--- src/hdl/plir_pkg.sv ---
`default_nettype none

package plir_pkg;

	// List capacity and entry width
	localparam int DEPTH     = 16;
	localparam int ITEM_BITS = 32;

	// Fixed field widths of the request and response beats
	localparam int OP_W   = 3;
	localparam int POS_W  = 5;
	localparam int VAL_W  = 32;
	localparam int LEN_W  = 5;

	// Derived widths
	localparam int CNT_W  = $clog2(DEPTH + 1);
	localparam int IDX_W  = (DEPTH > 1) ? $clog2(DEPTH) : 1;
	localparam int CMP_W  = (POS_W > CNT_W) ? POS_W : CNT_W;

	// Request opcodes
	typedef enum logic [OP_W-1:0] {
		OP_GET    = 3'd0,
		OP_SET    = 3'd1,
		OP_INSERT = 3'd2,
		OP_REMOVE = 3'd3,
		OP_CLEAR  = 3'd4
	} op_t;

	typedef struct packed {
		logic [OP_W-1:0]  opcode;
		logic [POS_W-1:0] position;
		logic [VAL_W-1:0] value;
	} req_t;

	typedef struct packed {
		logic             ok;
		logic [VAL_W-1:0] read_value;
		logic [LEN_W-1:0] length;
		logic             empty_res;
	} rsp_t;

	// Broadcast from the controller to every cell of the chain
	typedef struct packed {
		logic                 load;       // write data at tgt (set)
		logic                 shift_up;   // insert at tgt, cells above take left neighbor
		logic                 shift_down; // remove at tgt, cells from tgt up take right neighbor
		logic [POS_W-1:0]     tgt;        // zero-based target index
		logic [ITEM_BITS-1:0] data;
	} cell_ctl_t;

endpackage

`default_nettype wire

--- src/hdl/plir_cell.sv ---
`default_nettype none

module plir_cell #(
	parameter int IDX = 0
) (
	input  wire logic                           clk,
	input  wire plir_pkg::cell_ctl_t            ctl,
	input  wire logic [plir_pkg::ITEM_BITS-1:0] left,
	input  wire logic [plir_pkg::ITEM_BITS-1:0] right,
	output logic      [plir_pkg::ITEM_BITS-1:0] data_q
);

	logic at_tgt;
	logic above_tgt;

	// Position of this cell relative to the target
	assign at_tgt    = (ctl.tgt == plir_pkg::POS_W'(IDX));
	assign above_tgt = (plir_pkg::POS_W'(IDX) > ctl.tgt);

	// Entry storage: load, take from a neighbor, or hold
	always_ff @(posedge clk) begin
		if (ctl.shift_up) begin
			if (above_tgt) begin
				data_q <= left;
			end else if (at_tgt) begin
				data_q <= ctl.data;
			end
		end else if (ctl.shift_down) begin
			if (above_tgt || at_tgt) begin
				data_q <= right;
			end
		end else if (ctl.load && at_tgt) begin
			data_q <= ctl.data;
		end
	end

endmodule

`default_nettype wire

--- src/hdl/plir_rsp_buf.sv ---
`default_nettype none

module plir_rsp_buf (
	input  wire logic           clk,
	input  wire logic           arst_n,
	input  wire logic           push,
	input  wire plir_pkg::rsp_t push_data,
	output logic                full,
	output logic                rsp_valid,
	input  wire logic           rsp_stall,
	output plir_pkg::rsp_t      rsp
);

	logic           out_valid_q;
	logic           skid_valid_q;
	plir_pkg::rsp_t out_q;
	plir_pkg::rsp_t skid_q;
	logic           pop;

	assign pop       = out_valid_q && !rsp_stall;
	assign full      = skid_valid_q;
	assign rsp_valid = out_valid_q;
	assign rsp       = out_q;

	// Valid flags of the output and skid slots
	always_ff @(posedge clk or negedge arst_n) begin
		if (!arst_n) begin
			out_valid_q  <= 1'b0;
			skid_valid_q <= 1'b0;
		end else if (skid_valid_q) begin
			if (pop) begin
				skid_valid_q <= 1'b0;
			end
		end else if (!out_valid_q || pop) begin
			out_valid_q <= push;
		end else if (push) begin
			skid_valid_q <= 1'b1;
		end
	end

	// Payload slots
	always_ff @(posedge clk) begin
		if (skid_valid_q) begin
			if (pop) begin
				out_q <= skid_q;
			end
		end else if (!out_valid_q || pop) begin
			if (push) begin
				out_q <= push_data;
			end
		end else if (push) begin
			skid_q <= push_data;
		end
	end

endmodule

`default_nettype wire

--- src/hdl/positional_list_insert_remove.sv ---
`default_nettype none

// Bounded positional list of up to DEPTH entries, addressed by 1-based position.
// Each request beat (get, set, insert, remove, clear) yields one registered
// response beat once it is accepted, and a new request can be accepted in
// every cycle unless req_stall is high: the entries sit in a row of cells
// that each load, hold, or take their left or right neighbor's entry, so
// insert and remove shift the whole tail at once. A two-beat response buffer
// lets requests keep flowing while a response waits; req_stall rises only
// when both buffer slots are full. Entries are not cleared by reset or by
// clear; only positions holding written data are ever read.
module positional_list_insert_remove (
	input  wire logic           clk,
	input  wire logic           arst_n,
	input  wire logic           req_valid,
	output logic                req_stall,
	input  wire plir_pkg::req_t req,
	output logic                rsp_valid,
	input  wire logic           rsp_stall,
	output plir_pkg::rsp_t      rsp
);

	localparam int DEPTH = plir_pkg::DEPTH;
	localparam int IB    = plir_pkg::ITEM_BITS;
	localparam int CNT_W = plir_pkg::CNT_W;
	localparam int POS_W = plir_pkg::POS_W;
	localparam int CMP_W = plir_pkg::CMP_W;
	localparam int IDX_W = plir_pkg::IDX_W;

	logic                  in_fire;
	logic                  buf_full;
	logic [CNT_W-1:0]      count_q;
	logic [CNT_W-1:0]      cnt_d;
	logic [POS_W-1:0]      pos_m1;
	logic [CMP_W-1:0]      pos_x;
	logic [CMP_W-1:0]      pos_m1_x;
	logic [CMP_W-1:0]      cnt_x;
	logic                  in_range;
	logic                  ins_ok;
	logic                  list_full;
	logic                  ok;
	logic [IB-1:0]         rd;
	plir_pkg::cell_ctl_t   ctl;
	plir_pkg::rsp_t        rsp_d;
	logic [IB-1:0]         cell_q [DEPTH];

	assign in_fire   = req_valid && !req_stall;
	assign req_stall = buf_full;

	// Range checks on the requested position
	assign pos_m1    = req.position - POS_W'(1);
	assign pos_x     = CMP_W'(req.position);
	assign pos_m1_x  = CMP_W'(pos_m1);
	assign cnt_x     = CMP_W'(count_q);
	assign list_full = (count_q == CNT_W'(DEPTH));
	assign in_range  = (req.position != '0) && (pos_x <= cnt_x);
	assign ins_ok    = (req.position != '0) && (pos_m1_x <= cnt_x) && !list_full;

	// Decode the request into a cell command and the result
	always_comb begin
		ok             = 1'b0;
		rd             = '0;
		cnt_d          = count_q;
		ctl.load       = 1'b0;
		ctl.shift_up   = 1'b0;
		ctl.shift_down = 1'b0;
		ctl.tgt        = pos_m1;
		ctl.data       = IB'(req.value);
		unique case (req.opcode)
			plir_pkg::OP_GET: begin
				if (in_range) begin
					ok = 1'b1;
					rd = cell_q[pos_m1[IDX_W-1:0]];
				end
			end
			plir_pkg::OP_SET: begin
				if (in_range) begin
					ok       = 1'b1;
					ctl.load = in_fire;
				end
			end
			plir_pkg::OP_INSERT: begin
				if (ins_ok) begin
					ok           = 1'b1;
					ctl.shift_up = in_fire;
					cnt_d        = count_q + CNT_W'(1);
				end
			end
			plir_pkg::OP_REMOVE: begin
				if (in_range) begin
					ok             = 1'b1;
					ctl.shift_down = in_fire;
					cnt_d          = count_q - CNT_W'(1);
				end
			end
			plir_pkg::OP_CLEAR: begin
				ok    = 1'b1;
				cnt_d = '0;
			end
			default: ;
		endcase
	end

	// Entry count
	always_ff @(posedge clk or negedge arst_n) begin
		if (!arst_n) begin
			count_q <= '0;
		end else if (in_fire) begin
			count_q <= cnt_d;
		end
	end

	// Row of entry cells
	for (genvar i = 0; i < DEPTH; i++) begin : g_cell
		logic [IB-1:0] left;
		logic [IB-1:0] right;
		if (i == 0) begin : g_first
			assign left = '0;
		end else begin : g_mid_l
			assign left = cell_q[i-1];
		end
		if (i == DEPTH - 1) begin : g_last
			assign right = '0;
		end else begin : g_mid_r
			assign right = cell_q[i+1];
		end
		plir_cell #(
			.IDX (i)
		) u_cell (
			.clk    (clk),
			.ctl    (ctl),
			.left   (left),
			.right  (right),
			.data_q (cell_q[i])
		);
	end

	// Response beat
	assign rsp_d.ok         = ok;
	assign rsp_d.read_value = plir_pkg::VAL_W'(rd);
	assign rsp_d.length     = plir_pkg::LEN_W'(cnt_d);
	assign rsp_d.empty_res  = (cnt_d == '0);

	plir_rsp_buf u_rsp_buf (
		.clk       (clk),
		.arst_n    (arst_n),
		.push      (in_fire),
		.push_data (rsp_d),
		.full      (buf_full),
		.rsp_valid (rsp_valid),
		.rsp_stall (rsp_stall),
		.rsp       (rsp)
	);

	// Checks
	a_count_bound: assert property (@(posedge clk) disable iff (!arst_n)
		count_q <= CNT_W'(DEPTH))
		else $error("entry count above capacity");

	a_clear_empties: assert property (@(posedge clk) disable iff (!arst_n)
		(in_fire && req.opcode == plir_pkg::OP_CLEAR) |=> (count_q == '0))
		else $error("clear did not empty the list");

	a_insert_grows: assert property (@(posedge clk) disable iff (!arst_n)
		(in_fire && req.opcode == plir_pkg::OP_INSERT && ins_ok)
		|=> (count_q == $past(count_q) + CNT_W'(1)))
		else $error("insert did not grow the list");

	a_stall_needs_rsp: assert property (@(posedge clk) disable iff (!arst_n)
		req_stall |-> rsp_valid)
		else $error("request stalled with no response pending");

endmodule

`default_nettype wire
--- config.mk ---
export PLATFORM = sky130hd
export DESIGN_NAME = positional_list_insert_remove
export DESIGN_NICKNAME = d
export VERILOG_FILES = /design/src/hdl/plir_pkg.sv /design/src/hdl/plir_cell.sv /design/src/hdl/plir_rsp_buf.sv /design/src/hdl/positional_list_insert_remove.sv
export SDC_FILE = /design/constraint.sdc
export NUM_CORES = 2
export LEC_CHECK = 0
export BUFFER_PORTS_ARGS = -buffer_cell sky130_fd_sc_hd__buf_4
export CORE_MARGIN = 2
export CORE_UTILIZATION = 63
export CTS_CLUSTER_DIAMETER = 30
export CTS_CLUSTER_SIZE = 40
export DETAILED_ROUTE_END_ITERATION = 7
export PLACE_DENSITY = 0.85
export SETUP_SLACK_MARGIN = 0.05
export SYNTH_ARGS = -nofsm -noshare
export SYNTH_HDL_FRONTEND = slang
export SYNTH_SLANG_ARGS = --single-unit
--- constraint.sdc ---
create_clock -name clk -period 6 [get_ports clk]
set_input_delay 0.6 -clock clk [delete_from_list [all_inputs] [get_ports clk]]
set_output_delay 0.6 -clock clk [all_outputs]
set_load 0.1 [all_outputs]
# Word-level counts from Yosys, hierarchy flattened
# Index checks and enable logic that the tools add are counted.
dict set report word_totals {
  register_bits 597
  in_bits 44
}
dict set report op_classes {
  n_mux 120
  addsub 3
  reduce_logical 84
  n_eq_ne 53
  order_cmp 19
  n_bitwise 3
}
# operator n
set ops {}
lappend ops {{$mux W32} 100}
lappend ops {{$mux W39} 4}
lappend ops {{$bmux W32 S4} 1}
lappend ops {{$ne A3 B1 Y1 const B} 32}
lappend ops {{$reduce_and A3 Y1} 18}
lappend ops {{$reduce_bool A3 Y1} 16}
lappend ops {{$eq A5 B4 Y1 const B} 8}
lappend ops {{$gt A4 B5 Y1 const A} 8}
lappend ops {{$logic_and A1 B1 Y1} 21}
lappend ops {{$eq A5 B3 Y1 const B} 4}
lappend ops {{$gt A3 B5 Y1 const A} 4}
lappend ops {{$logic_or A1 B1 Y1} 17}
lappend ops {{$pmux W5 S3} 1}
lappend ops {{$mux W1} 11}
lappend ops {{$eq A5 B2 Y1 const B} 2}
lappend ops {{$gt A1 B5 Y1 const A} 2}
lappend ops {{$gt A2 B5 Y1 const A} 2}
lappend ops {{$le A5 B5 Y1} 2}
lappend ops {{$logic_not A5 Y1} 2}
lappend ops {{$mux W5} 2}
lappend ops {{$sub A5 B1 Y5 const B} 2}
lappend ops {{$eq A3 B2 Y1 const B} 2}
lappend ops {{$add A5 B1 Y5 const B} 1}
lappend ops {{$eq A5 B1 Y1 const B} 1}
lappend ops {{14 further kinds} 19}

# Logic depth before layout (Yosys ltp)
dict set report depth {
  ltp_word 10
  depth_mapped 21
  depth_no_buf 14
}

# By module
# Synthesis repeated with hierarchy kept, for this count alone.
dict set report hier_totals {
  cells_unflattened 3421
  hier_area_um2 39763.1
}
# module cells_each seq_area_each_um2 area_per_inst_um2 n_inst
set modules_own_cells {}
lappend modules_own_cells {positional_list_insert_remove 353 125.1 4976.0 1}
lappend modules_own_cells {plir_rsp_buf 134 2392.3 3104.2 1}
lappend modules_own_cells {{plir_cell (g_cell[9].u_cell)} 195 960.9 2254.7 1}
lappend modules_own_cells {{plir_cell (g_cell[11].u_cell)} 225 960.9 2124.5 1}
lappend modules_own_cells {{plir_cell (g_cell[1].u_cell)} 189 960.9 2075.7 1}
lappend modules_own_cells {{plir_cell (g_cell[12].u_cell)} 218 960.9 2053.2 1}
lappend modules_own_cells {{plir_cell (g_cell[14].u_cell)} 217 960.9 2050.7 1}
lappend modules_own_cells {{plir_cell (g_cell[15].u_cell)} 217 960.9 2042.0 1}
lappend modules_own_cells {{plir_cell (g_cell[6].u_cell)} 218 960.9 2013.2 1}
lappend modules_own_cells {{plir_cell (g_cell[4].u_cell)} 219 960.9 2003.2 1}
lappend modules_own_cells {{plir_cell (g_cell[2].u_cell)} 219 960.9 1996.9 1}
lappend modules_own_cells {{plir_cell (g_cell[13].u_cell)} 155 960.9 1990.7 1}
lappend modules_own_cells {{plir_cell (g_cell[8].u_cell)} 188 960.9 1966.9 1}
lappend modules_own_cells {{plir_cell (g_cell[5].u_cell)} 150 960.9 1936.9 1}
lappend modules_own_cells {{+4 rows} - - - -}

# Worst setup path after synthesis
# OpenSTA, ideal clock, no wires.
dict set report synth_path {
  path_type {input to register}
  start {in req[32] (netlist bit)}
  end {reg g_cell[5].u_cell.data_q[0] (netlist bit), enable pin}
  n_path_buf 7
  arrival_time_ns 6.496
  path_slack_ns -0.970
  stages 18
  t_required_ns 5.526
  cell_sequence {buf_2 > clkbuf_1 > inv_1 > ha_1 > xnor2_2 > inv_2 > clkbuf_1 > buf_2 > buf_2 > buf_1 > ha_1 > o211a_1 > o31ai_1 > a31oi_4 > o22ai_1 > nand2_2 > buf_4 > a221oi_1}
}
dict set report synth_via {
  elab_chain_cells 8
}
# item line
set synth_rtl {}
lappend synth_rtl {{start: declaration} positional_list_insert_remove.sv:17} ;# input wire plir_pkg::req_t req,
lappend synth_rtl {{$sub A5 B1 Y5} positional_list_insert_remove.sv:51} ;# assign pos_m1 = req.position - POS_W'(1);
lappend synth_rtl {{$le A5 B5 Y1} positional_list_insert_remove.sv:57} ;# assign ins_ok = (req.position != '0) && (pos_m1_x <= cnt_x) && !list_full;
lappend synth_rtl {{$logic_and A1 B1 Y1 (2 in a row)} positional_list_insert_remove.sv:57}
lappend synth_rtl {{$mux W1} positional_list_insert_remove.sv:83} ;# if (ins_ok) begin
lappend synth_rtl {{$mux W1} positional_list_insert_remove.sv:69} ;# unique case (req.opcode)
lappend synth_rtl {{$ne A3 B1 Y1 (no line) / $reduce_bool A3 Y1 (equally long branches)} -}
lappend synth_rtl {{$reduce_and A3 Y1 (no line) (*)} -}
lappend synth_rtl {{end signal: assignment} plir_cell.sv:26} ;# data_q <= ctl.data;
lappend synth_rtl {{end signal: assignment} plir_cell.sv:30} ;# data_q <= right;
lappend synth_rtl {{end signal: assignment} plir_cell.sv:33} ;# data_q <= ctl.data;
lappend synth_rtl {{end: declaration} plir_cell.sv:10} ;# output logic [plir_pkg::ITEM_BITS-1:0] data_q
# Every way passes the cells marked *; elsewhere a longest branch is shown, timed or not.
# A chain may end at the register's enable or synchronous reset.

# Worst setup path after layout
dict set report layout_path {
  start {in req[32] (netlist bit)}
  end {reg g_cell[9].u_cell.data_q[16] (netlist bit), data pin}
}
dict set report layout_via {
  elab_chain_cells 7
}
# item line
set layout_rtl {}
lappend layout_rtl {{$sub A5 B1 Y5} positional_list_insert_remove.sv:51}
lappend layout_rtl {{$le A5 B5 Y1} positional_list_insert_remove.sv:57}
lappend layout_rtl {{$logic_and A1 B1 Y1 (2 in a row)} positional_list_insert_remove.sv:57}
lappend layout_rtl {{$mux W1} positional_list_insert_remove.sv:83}
lappend layout_rtl {{$mux W1} positional_list_insert_remove.sv:69}
lappend layout_rtl {{$mux W32 (*)} plir_cell.sv:22} ;# if (ctl.shift_up) begin
lappend layout_rtl {{end signal: assignment} plir_cell.sv:24} ;# data_q <= left;
lappend layout_rtl {{end signal: assignment} plir_cell.sv:26}
lappend layout_rtl {{end signal: assignment} plir_cell.sv:30}
lappend layout_rtl {{end: declaration} plir_cell.sv:10}
# Marked as above.

==> results_tabular.tex <==
\begin{tabular}{lr}
\hline
Metric & Value \\
\hline
\multicolumn{2}{l}{\textbf{Route}} \\
\quad Via count normalized by instance count & 7.95 \\
\quad Final Routed Wirelength & 124000 µm \\
\quad Total via count after detailed routing & 30600 \\
\quad DRC violation count after routing & 9 \\
\quad Routed wire per std cell & 32.1 µm \\
\quad Number of detailed-routing iterations run before antenna repair & 8 \\
\quad Iter 0 DRT Violations & 6849 \\
\quad Number of nets still failing antenna checks after routing & 0 \\
\multicolumn{2}{l}{\textbf{Power}} \\
\quad Worst voltage drop across the vdd grid & 0.293 mV \\
\quad PD cells & 398 nW/µm² \\
\quad Leakage dissipation & 12.9 nW \\
\multicolumn{2}{l}{\textbf{Layout}} \\
\quad Layout overhead on the synthesized area & 18.0\% \\
\quad Filler cells & 3137 \\
\quad Final design area excluding fillers & 38000 µm² \\
\quad Fin cells & 3856 \\
\quad Final cell utilization of the core & 75.5\% \\
\quad Share of post-route cells with drive strength above 1 & 15.0\% \\
\quad Number of nets at the end of the flow & 3138 \\
\multicolumn{2}{l}{\textbf{Synthesis}} \\
\quad FFs w/ async S/R, synth & 1.17\% \\
\quad Fraction of post-synthesis cell area in the top cell type by area & 55.0\% \\
\quad Yosys warns & 0 \\
\quad Number of register bits inferred by synthesis & 597 \\
\quad Count of cell types in the netlist & 73 \\
\quad Gate count of the mapped netlist & 3079 \\
\quad Leading register cell type out of synthesis & edfxtp\_1 \\
\quad Number of enable flip-flop cells after synthesis & 590 \\
\quad Post-synthesis average cell area & 10.5 µm² \\
\quad Sequential cell area fraction in the yosys report & 55.5\% \\
\quad Top cells by area in the synthesized netlist & edfxtp\_1, a22oi\_1, o21ai\_0 \\
\quad Post-synthesis net count & 3138 \\
\quad Post-synth design cell area & 32200 µm² \\
\quad Library cell occupying the most area in the post-synthesis netlist & edfxtp\_1 \\
\multicolumn{2}{l}{\textbf{Min path}} \\
\quad Endpoint of the worst hold-timing path & u\_rsp\_buf.full \\
\quad Type of the tightest min-delay check & in -> reg \\
\quad Hold wc startpoint & rsp\_stall \\
\quad Cell depth of the worst hold path & 3 \\
\multicolumn{2}{l}{\textbf{Outcome}} \\
\quad Failing checks & DRC \\
\quad Run status & finished with violations \\
\multicolumn{2}{l}{\textbf{Critical path}} \\
\quad Cell family contributing the most delay on the critical path & simple AND/OR/NAND/NOR gates \\
\quad Path type of the worst setup path & in -> reg \\
\quad Worst path most repeated cell & buf\_4 \\
\quad Reg-to-reg critical path endpoint & g\_cell[13].u\_cell.data\_q[11] \\
\quad Critical path buffers and inverters & 5 \\
\quad Arrival time reported for the critical path endpoint & 5.29 ns \\
\quad Setup crit end kind & register \\
\quad Critical path data required time & 6.52 ns \\
\quad Crit Reg-Reg Startpoint & cnt\_x[3] \\
\quad Maximum fanout encountered on the critical timing path & 48 \\
\quad Library cell contributing the largest single delay on the critical path & nor2\_4 \\
\quad Worst reg-to-reg setup slack & 1.69 ns \\
\quad Critical path launch point type & primary input \\
\quad Worst r2r path cells & 10 \\
\quad Largest stage delay on the critical path & 0.65 ns \\
\quad Sequence of cells on the critical path & buf\_8, inv\_1, ha\_4, nor3b\_1, xnor2\_1, buf\_4, clkinv\_1, ha\_1, and4b\_1, and3\_4, a31o\_1, nand3\_2, nor2\_4, buf\_4, a22oi\_1, o21ai\_0 \\
\multicolumn{2}{l}{\textbf{Timing}} \\
\quad Worst hold slack & 0.191 ns \\
\quad Worst max-slew margin expressed relative to the limit & 16.7\% \\
\quad Final Hold Vio Count & 0 \\
\quad Final critical-path required period & 4.77 ns \\
\quad Sum Neg Setup Slack & 0 ns \\
\quad Skew final & 0.0412 ns \\
\quad Pins over their slew limit & 0 \\
\quad Portion of the clock cycle consumed by the worst path in the final layout & 79.5\% \\
\quad Final-report setup violation count & 0 \\
\quad Setup repair after global routing missed its margin & false \\
\quad Maximum clock frequency & 210 MHz \\
\quad Transition time at the pin with the least slew margin & 1.25 ns \\
\multicolumn{2}{l}{\textbf{Clock network}} \\
\quad Buffer depth of the longest clock path & 3 \\
\quad Number of clock sinks & 597 \\
\quad Clk Latency, worst-skew pair & 0.70 ns \\
\quad Post-CTS clock slew at the launch and capture registers of the worst setup and hold paths & 0.05 ns \\
\quad Cts hold-fix bufs & 1 \\
\quad CTS buffer count & 116 \\
\quad H-Tree Depth & 3 \\
\quad CTS tree & yes \\
\quad Post-CTS setup-driven buffer insertion count & 0 \\
\quad Post-cts resize count & 0 \\
\quad Root buf cell & clkbuf\_16 \\
\multicolumn{2}{l}{\textbf{Place}} \\
\quad DP Wirelength & 68900 µm \\
\quad Number of buffers inserted by port buffering & 84 \\
\quad Routability cong. & 0.945 \\
\quad Placed Area & 34000 µm² \\
\quad Total instance count after detailed placement & 3632 \\
\multicolumn{2}{l}{\textbf{Floorplan}} \\
\quad Die width & 230 µm \\
\quad Die Ht & 230 µm \\
\quad Placeable core region & 50400 µm² \\
\quad Initial Utilization & 64.0\% \\
\quad Count of boundary I/O pins & 85 \\
\quad Floorplan die area & 53000 µm² \\
\quad Cell row count & 82 \\
\multicolumn{2}{l}{\textbf{GRT}} \\
\quad Via count of the first global-routing pass & 29400 \\
\quad Most Crowded Layer GR & met2 \\
\quad Initial antenna violation count & 4 \\
\quad M2 GR Usage & 65.6\% \\
\quad Global routing met3 resource utilization & 18.8\% \\
\quad Pin count of the biggest net entering global routing & 234 \\
\quad Grt met1 use & 58.0\% \\
\quad Total grt overflow & 0 \\
\quad Overall routing resource usage & 45.7\% \\
\quad First-pass GRT wire length & 182000 µm \\
\multicolumn{2}{l}{\textbf{Flow run}} \\
\quad Max capacitance violation total & 0 \\
\hline
\end{tabular}
[where the power goes]
| group | internal, W | total (W) | switching, W |
|---|---|---|---|
| sequential | 0.00498 | 0.00522 | 0.000242 |
| combinational | 0.000789 | 0.00322 | 0.00243 |
| clock | 0.00436 | 0.00669 | 0.00233 |
[per-layer routing]
metal  vias to the layer above  routed length [µm]
met2                      3488               51400
met4                         4                9060
met5                         -                  92
met1                     14100               38400
met3                       828               24600
li1                      12200                   -
[state kept, by name, indices dropped and copies added, names as in the netlist]
| signal | cells |
|---|---|
| u_rsp_buf.skid_q | 39 |
| cnt_x | 5 |
| g_cell.u_cell.data_q | 512 |
| u_rsp_buf.full | 1 |
| u_rsp_buf.rsp | 39 |
| u_rsp_buf.rsp_valid | 1 |
[worst max-delay path by stage]
stage / from / end / slack (ns) / cells after the start
final: req[32] / g_cell[9].u_cell.data_q[16] / 1.23 / 16
after global routing: req[32] / g_cell[9].u_cell.data_q[29] / 1.07 / 16
after CTS: req[32] / g_cell[9].u_cell.data_q[29] / 1.46 / 16
after detailed placement: req[32] / g_cell[9].u_cell.data_q[8] / 0.82 / 16
after global placement: req[32] / g_cell[9].u_cell.data_q[30] / 0.91 / 16
after floorplan: req[32] / g_cell[9].u_cell.data_q[0] / -0.96 / 18
[per-stage QoR]
stage | setup WS (ns) | total power, W
2_1_floorplan | -0.962 | 0.00736
3_3_place_gp | 0.911 | 0.00828
3_5_place_dp | 0.823 | 0.00835
4_1_cts | 1.46 | 0.0150
5_1_grt | 1.07 | 0.0154
6_report | 1.23 | 0.0151
[Yosys cell counts, drive strengths merged, types with 61 or more instances]
cell type,count
edfxtp,590
o21ai,401
nand2,370
a22oi,368
clkbuf,240
nor3,189
inv,115
a22o,111
a311oi,79
a31oi,68
nor2,67
buf,61
[cells in the final DEF, fill, tap and decap left out, types with 24 or more instances in the layout]
cell	count
o221ai_1	40
buf_4	162
nor2_1	54
a22o_1	111
o22ai_1	28
edfxtp_1	590
a31oi_1	67
inv_1	113
nand2_1	369
a221o_1	24
a311oi_1	78
a22oi_1	368
mux2_2	38
nand3_1	31
nor3_1	183
o21ai_0	326
o21ai_1	73
clkbuf_16	118
a21oi_1	31
a21o_1	36
[worst reg2reg max path, delay by kind of cell (launching register included)]
family | cells | cell delay, ns
simple gates | 3 | 1.74
fa+ha+maj | 1 | 0.31
buf+inv | 2 | 0.69
compound gates | 4 | 0.91
flops | 1 | 0.51
[final cells by class]
| type | count | area (µm²) | share of cell area, % |
|---|---|---|---|
| clock buffers | 129 | 2990 | 7.87 |
| inverters | 116 | 443 | 1.16 |
| repair buffers | 183 | 1620 | 4.26 |
| well taps | 672 | 841 | 2.21 |
| diodes | 5 | 12.5 | 0.0329 |
| flip-flops and latches | 597 | 17900 | 47.0 |
| clock inverters | 89 | 1030 | 2.70 |
| multi-input cells | 2065 | 13200 | 34.7 |
[cells by family after synthesis]
| logic type | count (synthesis) | synth area share [%] |
|---|---|---|
| AOI/OAI and AO/OA | 1281 | 27.4 |
| xor gates and xnor gates | 3 | 0.105 |
| adders and majority gates | 15 | 0.582 |
| buffers and inverters | 417 | 5.02 |
| DFF | 597 | 55.5 |
| muxes | 39 | 1.36 |
| and+or+nand+nor | 727 | 9.99 |
Note: power is estimated with default switching activity, not from simulation.
